--- config.mk ---
export PLATFORM = sky130hd
export DESIGN_NAME = weighted_ratio_job_sorter
export DESIGN_NICKNAME = d
export VERILOG_FILES = /design/src/design/wrjs_pkg.sv /design/src/design/wrjs_ram.sv /design/src/design/weighted_ratio_job_sorter.sv
export SDC_FILE = /design/constraint.sdc
export NUM_CORES = 2
export LEC_CHECK = 0
export BUFFER_PORTS_ARGS = -buffer_cell sky130_fd_sc_hd__buf_2
export CORE_MARGIN = 1.5
export CORE_UTILIZATION = 50
export DETAILED_ROUTE_END_ITERATION = 6
export PLACE_DENSITY = 0.65
export SKIP_LAST_GASP = 1
export SYNTH_ARGS = -nofsm -noshare
export SYNTH_HDL_FRONTEND = slang
export SYNTH_SLANG_ARGS = --single-unit
--- constraint.sdc ---
create_clock -name clk -period 10.74 [get_ports clk]
set_input_delay 1.074 -clock clk [delete_from_list [all_inputs] [get_ports clk]]
set_output_delay 1.074 -clock clk [all_outputs]
set_load 0.05 [all_outputs]
--- src/design/wrjs_pkg.sv ---
// Package: shared types and constants of the weighted-ratio job sorter.
package wrjs_pkg;

    localparam int MAX_JOBS_DEF = 64;
    localparam int DAYS_W       = 16;
    localparam int FINE_W       = 16;
    localparam int NUM_W        = 7;

    typedef struct packed {
        logic [DAYS_W-1:0] job_days;
        logic [FINE_W-1:0] job_fine;
        logic              set_end;
    } job_req_t;

    typedef struct packed {
        logic [NUM_W-1:0] job_number;
        logic             final_job;
        logic             jobs_dropped;
    } job_res_t;

    typedef enum logic [2:0] {
        ST_LOAD,
        ST_RD_CUR,
        ST_RD_PREV,
        ST_RD_DATA,
        ST_CMP,
        ST_PLACE,
        ST_EMIT_RD,
        ST_EMIT
    } sort_state_t;

endpackage

--- src/design/wrjs_ram.sv ---
// Generic single-port-write, single-read RAM with registered read.
module wrjs_ram #(
    parameter int WIDTH = 16,
    parameter int DEPTH = 64,
    localparam int AW   = (DEPTH > 1) ? $clog2(DEPTH) : 1
) (
    input  logic             clk,
    input  logic             we,
    input  logic [AW-1:0]    waddr,
    input  logic [WIDTH-1:0] wdata,
    input  logic [AW-1:0]    raddr,
    output logic [WIDTH-1:0] rdata
);
    logic [WIDTH-1:0] mem [DEPTH];

    always_ff @(posedge clk)
    begin
        if (we)
        begin
            mem[waddr] <= wdata;
        end
        rdata <= mem[raddr];
    end
endmodule

--- src/design/weighted_ratio_job_sorter.sv ---
// Top level: weighted-ratio job sorter (Smith rule) with memory-based insertion sort.
//
//  channel | direction | handshake        | payload
//  request | in        | start / busy     | req  (job_req_t)
//  result  | out       | res_valid strobe | res  (job_res_t)
//
// Loading accepts one job per cycle; busy stays low while jobs are stored.
// After the job carrying set_end, busy rises while an insertion sort runs over
// an index memory: job 0 goes straight to the head; every later job is fetched,
// then the index at j-1, that job's data and a compare follow. Each further shift
// step repeats index read, data read and compare; a job reaching the head is
// placed in a step of its own. A step spots the end, then each result is read
// and emitted. Reset clears the state, job count, drop flag and i/j counters.
// Results appear for one cycle each; the receiver cannot stall them.
module weighted_ratio_job_sorter
    import wrjs_pkg::*;
#(
    parameter int MAX_JOBS = MAX_JOBS_DEF
) (
    input  logic               clk,
    input  logic               rst_n,
    input  logic               start,
    output logic               busy,
    input  wrjs_pkg::job_req_t req,
    output logic               res_valid,
    output wrjs_pkg::job_res_t res
);
    localparam int AW = (MAX_JOBS > 1) ? $clog2(MAX_JOBS) : 1;
    localparam int CW = $clog2(MAX_JOBS + 1);

    sort_state_t state_reg, state_next;

    logic [CW-1:0] count_reg, count_next;   // jobs stored
    logic          drop_reg, drop_next;
    logic [CW-1:0] i_reg, i_next;           // job being inserted
    logic [CW-1:0] j_reg, j_next;           // hole position
    logic [AW-1:0] cur_reg, cur_next;       // index of job being inserted
    logic [DAYS_W-1:0] cd_reg, cd_next;     // its days and fine
    logic [FINE_W-1:0] cf_reg, cf_next;
    logic [AW-1:0] prev_reg, prev_next;     // index at j-1

    // Job stores: data memories addressed by job index.
    logic              st_we;
    logic [AW-1:0]     st_waddr, st_raddr;
    logic [DAYS_W-1:0] st_wdays, days_rd;
    logic [FINE_W-1:0] fine_rd;
    // Order memory: sorted job indices.
    logic              ord_we;
    logic [AW-1:0]     ord_waddr, ord_raddr, ord_rd;
    logic [AW-1:0]     ord_wdata;

    wrjs_ram #(.WIDTH(DAYS_W), .DEPTH(MAX_JOBS)) u_days (
        .clk(clk), .we(st_we), .waddr(st_waddr), .wdata(st_wdays),
        .raddr(st_raddr), .rdata(days_rd));
    wrjs_ram #(.WIDTH(FINE_W), .DEPTH(MAX_JOBS)) u_fine (
        .clk(clk), .we(st_we), .waddr(st_waddr), .wdata(req.job_fine),
        .raddr(st_raddr), .rdata(fine_rd));
    wrjs_ram #(.WIDTH(AW), .DEPTH(MAX_JOBS)) u_order (
        .clk(clk), .we(ord_we), .waddr(ord_waddr), .wdata(ord_wdata),
        .raddr(ord_raddr), .rdata(ord_rd));

    logic accept;
    logic room;
    logic [31:0] lhs, rhs;
    logic cur_first;

    assign accept   = start && !busy;
    assign room     = (count_reg < CW'(MAX_JOBS));
    assign st_wdays = (req.job_days == '0) ? DAYS_W'(1) : req.job_days;
    assign st_waddr = count_reg[AW-1:0];
    assign st_we    = accept && room;

    // cross products: cur vs job at j-1 (its data on the store outputs in ST_CMP)
    assign lhs = 32'(cf_reg) * 32'(days_rd);
    assign rhs = 32'(fine_rd) * 32'(cd_reg);
    assign cur_first = (lhs > rhs) || ((lhs == rhs) && (cur_reg < prev_reg));

    // next state
    always_comb
    begin
        state_next = state_reg;
        case (state_reg)
            ST_LOAD:
            begin
                if (accept && req.set_end)
                begin
                    state_next = ST_RD_CUR;
                end
            end
            ST_RD_CUR:
            begin
                if (i_reg == count_reg)
                begin
                    state_next = ST_EMIT_RD;
                end
                else if (i_reg == '0)
                begin
                    state_next = ST_RD_CUR;
                end
                else
                begin
                    state_next = ST_RD_PREV;
                end
            end
            ST_RD_PREV: state_next = ST_RD_DATA;
            ST_RD_DATA: state_next = ST_CMP;
            ST_CMP:
            begin
                state_next = ST_RD_CUR;
                if (cur_first)
                begin
                    state_next = (j_reg > CW'(1)) ? ST_RD_PREV : ST_PLACE;
                end
            end
            ST_PLACE: state_next = ST_RD_CUR;
            ST_EMIT_RD: state_next = ST_EMIT;
            ST_EMIT:
            begin
                state_next = (i_reg == count_reg - CW'(1)) ? ST_LOAD : ST_EMIT_RD;
            end
            default: state_next = ST_LOAD;
        endcase
    end

    // datapath and memory control
    always_comb
    begin
        count_next = count_reg;
        drop_next  = drop_reg;
        i_next     = i_reg;
        j_next     = j_reg;
        cur_next   = cur_reg;
        cd_next    = cd_reg;
        cf_next    = cf_reg;
        prev_next  = prev_reg;
        st_raddr   = cur_reg;
        ord_raddr  = '0;
        ord_we     = 1'b0;
        ord_waddr  = j_reg[AW-1:0];
        ord_wdata  = cur_reg;
        res_valid  = 1'b0;
        res        = '0;
        case (state_reg)
            ST_LOAD:
            begin
                if (accept)
                begin
                    if (room)
                    begin
                        count_next = count_reg + CW'(1);
                    end
                    else
                    begin
                        drop_next = 1'b1;
                    end
                    if (req.set_end)
                    begin
                        i_next = '0;
                    end
                end
            end
            ST_RD_CUR:
            begin
                // fetch job i's data; the first job goes straight to the head
                if (i_reg != count_reg)
                begin
                    st_raddr = i_reg[AW-1:0];
                    cur_next = i_reg[AW-1:0];
                    j_next   = i_reg;
                    if (i_reg == '0)
                    begin
                        ord_we    = 1'b1;
                        ord_waddr = '0;
                        ord_wdata = '0;
                        i_next    = i_reg + CW'(1);
                    end
                end
                else
                begin
                    i_next = '0;
                end
            end
            ST_RD_PREV:
            begin
                // first pass after ST_RD_CUR: cur's data on the store outputs
                if (j_reg == i_reg)
                begin
                    cd_next = days_rd;
                    cf_next = fine_rd;
                end
                ord_raddr = AW'(j_reg - CW'(1));
            end
            ST_RD_DATA:
            begin
                // index at j-1 is out; fetch that job's data
                prev_next = ord_rd;
                st_raddr  = ord_rd;
            end
            ST_CMP:
            begin
                ord_we = 1'b1;
                if (cur_first)
                begin
                    // shift the neighbour up one place
                    ord_waddr = j_reg[AW-1:0];
                    ord_wdata = prev_reg;
                    j_next    = j_reg - CW'(1);
                end
                else
                begin
                    ord_waddr = j_reg[AW-1:0];
                    ord_wdata = cur_reg;
                    i_next    = i_reg + CW'(1);
                end
            end
            ST_PLACE:
            begin
                ord_we    = 1'b1;
                ord_waddr = j_reg[AW-1:0];
                ord_wdata = cur_reg;
                i_next    = i_reg + CW'(1);
            end
            ST_EMIT_RD:
            begin
                ord_raddr = i_reg[AW-1:0];
            end
            ST_EMIT:
            begin
                res_valid        = 1'b1;
                res.job_number   = NUM_W'(ord_rd) + NUM_W'(1);
                res.final_job    = (i_reg == count_reg - CW'(1));
                res.jobs_dropped = drop_reg;
                i_next           = i_reg + CW'(1);
                if (i_reg == count_reg - CW'(1))
                begin
                    count_next = '0;
                    drop_next  = 1'b0;
                end
            end
            default: ;
        endcase
    end

    assign busy = (state_reg != ST_LOAD);

    always_ff @(posedge clk or negedge rst_n)
    begin
        if (!rst_n)
        begin
            state_reg <= ST_LOAD;
            count_reg <= '0;
            drop_reg  <= 1'b0;
            i_reg     <= '0;
            j_reg     <= '0;
        end
        else
        begin
            state_reg <= state_next;
            count_reg <= count_next;
            drop_reg  <= drop_next;
            i_reg     <= i_next;
            j_reg     <= j_next;
        end
    end

    always_ff @(posedge clk)
    begin
        cur_reg  <= cur_next;
        cd_reg   <= cd_next;
        cf_reg   <= cf_next;
        prev_reg <= prev_next;
    end

`ifndef ASSERT_OFF
    a_count_bound: assert property (@(posedge clk) disable iff (!rst_n)
        count_reg <= CW'(MAX_JOBS)) else $error("job count beyond capacity");
    a_emit_clears: assert property (@(posedge clk) disable iff (!rst_n)
        res_valid && res.final_job |=> count_reg == '0 && !drop_reg)
        else $error("set not cleared after final result");
    a_no_result_loading: assert property (@(posedge clk) disable iff (!rst_n)
        !busy |-> !res_valid) else $error("result while loading");
`endif
endmodule

Word level (Yosys, flattened, before mapping) --
Memories as Yosys holds them, arrays and structs flattened. A register that Yosys moved wholly into a read port is not among the register bits. Index checks and enable logic that the tools add are counted. Widths: inputs -> output; s select.
Word-level totals: bits in writable memories 2432, output and inout port bits 11, register bits after elaboration 69, bits of input ports 36, memories 3
Operators by class: add/sub/neg operators 5, reduce and logical (&&, ||, !) cells 20, eq/ne operators 22, order comparisons 4, $mul 2, muxes and demuxes 44
Memories:
- u_days.mem | words 64, bits a word 16, read ports 1, clocked after memory_dff 1, write ports 1, line wrjs_ram.sv:14 | logic [WIDTH-1:0] mem [DEPTH];
- u_fine.mem | words 64, bits a word 16, read ports 1, clocked after memory_dff 1, write ports 1, line wrjs_ram.sv:14
- u_order.mem | words 64, bits a word 6, read ports 1, clocked after memory_dff 1, write ports 1, line wrjs_ram.sv:14
Operators by type and width (count):
- $mux 7 | 10
- $mul 16x16->32 | 2
- $mux 6 | 7
- $pmux 6 s2 | 3
- $eq 32x32->1 | 1
- $gt 32x32->1 | 1
- $pmux 7 s2 | 2
- $pmux 7 s4 | 1
- $pmux 3 s8 | 1
- $eq 7x7->1 | 3
- $ne 2x2->1 const B | 9
- $logic_not 16->1 | 1
- $mux 16 | 1
- $mux 3 | 5
- $add 7x1->7 const B | 2
- $sub 7x1->7 const B | 2
- $eq 3x3->1 const B | 4
- $mux 1 | 10
- $mux 9 | 1
- $reduce_and 4->1 | 2
- $add 6x1->7 const B | 1
- $gt 7x1->1 const B | 1
- $logic_not 7->1 | 1
- $lt 7x7->1 const B | 1
- other kinds (18) | 25

Depth between registers and ports, before layout --
depth in word-level cells 6, gate-level depth with buffers 35, gate-level depth less buffers 32

By module --
From an unflattened synthesis, not the netlist that was laid out.
Unflattened totals: cell total of the unflattened synthesis 6799, area total of the unflattened synthesis 116649.4 um^2
By module, submodules not included:
- wrjs_ram (u_days ...) | instances 2, cells an instance 1829, area each 40042.2 um^2
- weighted_ratio_job_sorter | instances 1, cells an instance 2421, area each 21339.2 um^2
- wrjs_ram (u_order) | instances 1, cells an instance 720, area each 15225.9 um^2

Worst setup path before layout --
No wires, ideal clock.
kind flip-flop to flip-flop, start point reg u_days.rdata[1] (read register of u_days.mem), end point mem u_order.mem[0][3] (netlist name) (data pin), stages on the path, launching flop included 31, buffers on the path 2, slack 1.497 ns, period minus slack after synthesis 9.243 ns, data arrival time 8.877 ns, cell sequence dfxtp_1 -> clkbuf_1 -> nand2_1 -> fa_1 -> fa_1 -> fa_1 -> fa_1 -> inv_1 -> fa_1 -> inv_1 -> fa_1 -> inv_1 -> ha_1 -> a21o_1 -> a21oi_1 -> nor2b_1 -> a311oi_1 -> o21ai_0 -> a21o_1 -> a21oi_1 -> xnor2_1 -> ha_1 -> a21o_1 -> a21o_1 -> a221o_1 -> a221o_1 -> o22ai_1 -> o21ai_0 -> a21oi_1 -> clkbuf_1 -> a221o_1
Between the ends: word-level cells in the longest chain between the ends 6, elaborated cells on any way between the ends 7, classes of those cells mul (1); order compare (1); eq/ne (1); mux (2); reduce/logical (2)
Ends and longest elaborated chain:
- from (decl) | line wrjs_ram.sv:12 | output logic [WIDTH-1:0] rdata
- $mul 16x16->32 * | line weighted_ratio_job_sorter.sv:74 | assign lhs = 32'(cf_reg) * 32'(days_rd);
- branches (longest 2 deep; another with $gt 32x32->1)
- $logic_or 1x1->1 * | line weighted_ratio_job_sorter.sv:76 | assign cur_first = (lhs > rhs) || ((lhs == rhs) && (cur_reg < prev_reg));
- $mux 6 * | line weighted_ratio_job_sorter.sv:202 | if (cur_first)
- $pmux 6 s2 * | line weighted_ratio_job_sorter.sv:143 | case (state_reg)
- named net ord_wdata[3] | line weighted_ratio_job_sorter.sv:50 | logic [AW-1:0] ord_wdata;
- to (decl) | line wrjs_ram.sv:14
Mark *: on every way through the listed nets, which the timed path passes.

Worst setup path after layout --
start point reg cd_reg[1], end point mem u_order.mem[10][4] (netlist name) (data pin)
Between the ends: word-level cells in the longest chain between the ends 6, elaborated cells on any way between the ends 7, classes of those cells mul (1); order compare (1); eq/ne (1); mux (2); reduce/logical (2)
Ends and longest elaborated chain:
- from (decl) | line weighted_ratio_job_sorter.sv:38 | logic [DAYS_W-1:0] cd_reg, cd_next;
- from (signal assigned) | line weighted_ratio_job_sorter.sv:269 | cd_reg <= cd_next;
- $mul 16x16->32 * | line weighted_ratio_job_sorter.sv:75 | assign rhs = 32'(fine_rd) * 32'(cd_reg);
- branches (longest 2 deep; another with $gt 32x32->1)
- $logic_or 1x1->1 * | line weighted_ratio_job_sorter.sv:76
- $mux 6 * | line weighted_ratio_job_sorter.sv:202
- $pmux 6 s2 * | line weighted_ratio_job_sorter.sv:143
- named net ord_wdata[4] | line weighted_ratio_job_sorter.sv:50
Marks and branches as above.

==> impl_metrics.json <==
{
  "ant_nets": 0,
  "grt_pass1_wl_mm": 456.4,
  "worstMarginPinSlew_ns": 1.571,
  "gpl.final_weighted_congestion": 0.9036,
  "nets": 8527,
  "dp_cells": 10601,
  "relSlewSlack": -0.05721,
  "r2r_setup_slack_ns": 0.66,
  "path_class": "register to register",
  "worstSetupStartpointType": "register",
  "ys_seq_area_frac": 0.6528,
  "critical_path_required_ns": 11.34,
  "crit_path_end_kind": "register",
  "final-setup-viol-count": 0,
  "cp_slowest_cell": "edfxtp_1",
  "syn_nets": 8451,
  "mostFrequentLayoutCells": "edfxtp_1 (2476), nand2_1 (1198), inv_1 (502)",
  "drv_slew": 2,
  "place_hpwl_mm": 184.6,
  "layout_commonest_cell": "edfxtp_1",
  "post-route-drc-count": 0,
  "wire_per_inst_microns": 28.25,
  "area_growth_pct": 10.69,
  "cts_max_level": 5,
  "drtIter0Drc": 8211,
  "cpMostUsedCell": "fa_1",
  "yosys_warnings": 0,
  "grt_max_degree": 193,
  "syn_inst": 7775,
  "grt-ovfl-total": 0,
  "start_util": 0.5037,
  "clock_latency_ns": 0.93,
  "via_per_inst": 6.125,
  "die_area_sq_um": 234900,
  "ios": 47,
  "yosys_most_used_dff": "edfxtp_1",
  "syn_area_sq_um": 116000,
  "cts_root_buffer": "clkbuf_16",
  "cts_hold_buf": 0,
  "violations": "capacitance limit, slew limit",
  "postSynth.asyncResetShare": 0.009846,
  "cts_num_sinks": 2539,
  "clockBufferDepth": 4,
  "postSynthAreaPerCell_sq_um": 14.92,
  "hold_class": "input port to async pin",
  "drive_above_1_share": 0.1286,
  "die_width_microns": 484.7,
  "period_needed_ns": 10.08,
  "finalHoldViolations": 0,
  "cts.clk_slew.worst_paths_ns": 0.07,
  "cpPeakStageDelay_ns": 0.87,
  "reg_top3": "u_days.mem x1024, u_fine.mem x1024, u_order.mem x384",
  "first_pass_iters": 5,
  "tns_ns": 0,
  "grt_pass1_vias": 67951,
  "vias": 67829,
  "grt_antenna_before_repair": 30,
  "synth_edf_count": 2476,
  "timing.fmax_mhz": 99.21,
  "fillCellCount": 17956,
  "cts_made_buffers": 274,
  "cts_tree": "built",
  "layout_worst_path_cycle_share": 0.9386,
  "cts_setup_buffers": 0,
  "cp.arrival_ns": 10.68,
  "rows": 176,
  "rsz0062_at_grt": "false",
  "worstPathMaxFanout": 64,
  "track_usage": 0.2652,
  "synth-seq-cells": 2539,
  "post_cts_resized": 0,
  "layoutNonFillerInstCount": 11075,
  "clock_skew_ns": 0.08422,
  "outcome": "finished with violations",
  "wirelength_mm": 312.9,
  "ys_types": 84,
  "portBuffers": 46,
  "die_y_microns": 484.7,
  "cap_viol_max_count": 1,
  "core_area_sq_um": 230300
}
cell usage after synthesis, types with 54 or more instances:
| cell | count | area share |
|---|---|---|
| o22ai_1 | 105 | 0.0057 |
| edfxtp_1 | 2476 | 0.64 |
| buf_2 | 111 | 0.0048 |
| a211oi_1 | 148 | 0.0096 |
| a31oi_1 | 64 | 0.0035 |
| a2111oi_0 | 81 | 0.0061 |
| clkbuf_1 | 270 | 0.0087 |
| a311oi_1 | 54 | 0.0041 |
| and2_0 | 73 | 0.0039 |
| and2_1 | 268 | 0.014 |
| nand2_1 | 1199 | 0.039 |
| a21oi_1 | 294 | 0.013 |
| nand3_1 | 140 | 0.0060 |
| nor2_1 | 233 | 0.0075 |
| fa_1 | 388 | 0.067 |
| mux4_2 | 319 | 0.062 |
| inv_1 | 502 | 0.016 |
| a22oi_1 | 82 | 0.0053 |
| ha_1 | 252 | 0.027 |
metrics by stage:
step	util	area [sq um]	setup WS, ns	hold WS, ns
after global placement	0.5224	120300	0.9133	0.4857
after CTS	0.5573	128400	0.6954	0.1401
after detailed placement	0.5224	120300	0.7276	0.4960
after floorplan	-	116000	1.497	0.4545
after global routing	0.5575	128400	0.1441	0.1967
final	0.5576	128400	0.6599	0.1781
worst paths after layout:
path | from | endpoint | cells after the start
worst max-delay path | cd_reg[1] | u_order.mem[10][4] | 29
worst min-delay path | rst_n | j_reg[1] | 1
worst max register to register | cd_reg[1] | u_order.mem[10][4] | 29
worst min register to register | drop_reg | drop_reg | 2
max in group asynchronous | rst_n | count_reg[3] | 1
min in group clk | drop_reg | drop_reg | 2
per-layer routing:
metal | GRT usage | share of wire | up-vias
met3 | 0.05325 | 0.090 | 570
met4 | 0.1077 | 0.041 | 6
li1 | - | - | 29064
met5 | 0 | 0.00013 | -
met2 | 0.4189 | 0.47 | 3148
met1 | 0.3624 | 0.40 | 35041
cells by family (layout without fill, tap and decap cells):
kind of cell,after synthesis,after routing,synth area share
DFF,2539,2539,0.6528
and+or+nand+nor,2100,2100,0.08161
AOI/OAI and AO/OA,1101,1101,0.06593
buffers and inverters,951,1198,0.03350
adders and majority gates,640,640,0.09412
muxes,363,363,0.06593
xor gates and xnor gates,81,81,0.006115
other,0,27,0
layout make-up:
cell class	instances	area [sq um]	share of cell area
antenna	27	67.56	0.0005261
inverter	502	1884	0.01467
multi-input combinational	4285	37020	0.2882
tap	3026	3786	0.02948
clock inverter	105	804.5	0.006264
clock buffer	342	7227	0.05627
sequential	2539	75740	0.5897
timing repair buffer	249	1904	0.01483
worst max-delay path: cells and delay by family, from the launching register on:
kind	cells	cell delay, ns
AO/OA/AOI/OAI	12	3.37
flip-flops	1	0.87
adder cells (fa/ha/maj)	8	3.72
AND/OR/NAND/NOR	4	1.31
XOR/XNOR	1	0.10
buffers and inverters	4	0.34
Power is not shown: default switching activity piles up to over one toggle a cycle in this logic, so the estimate is an artifact.
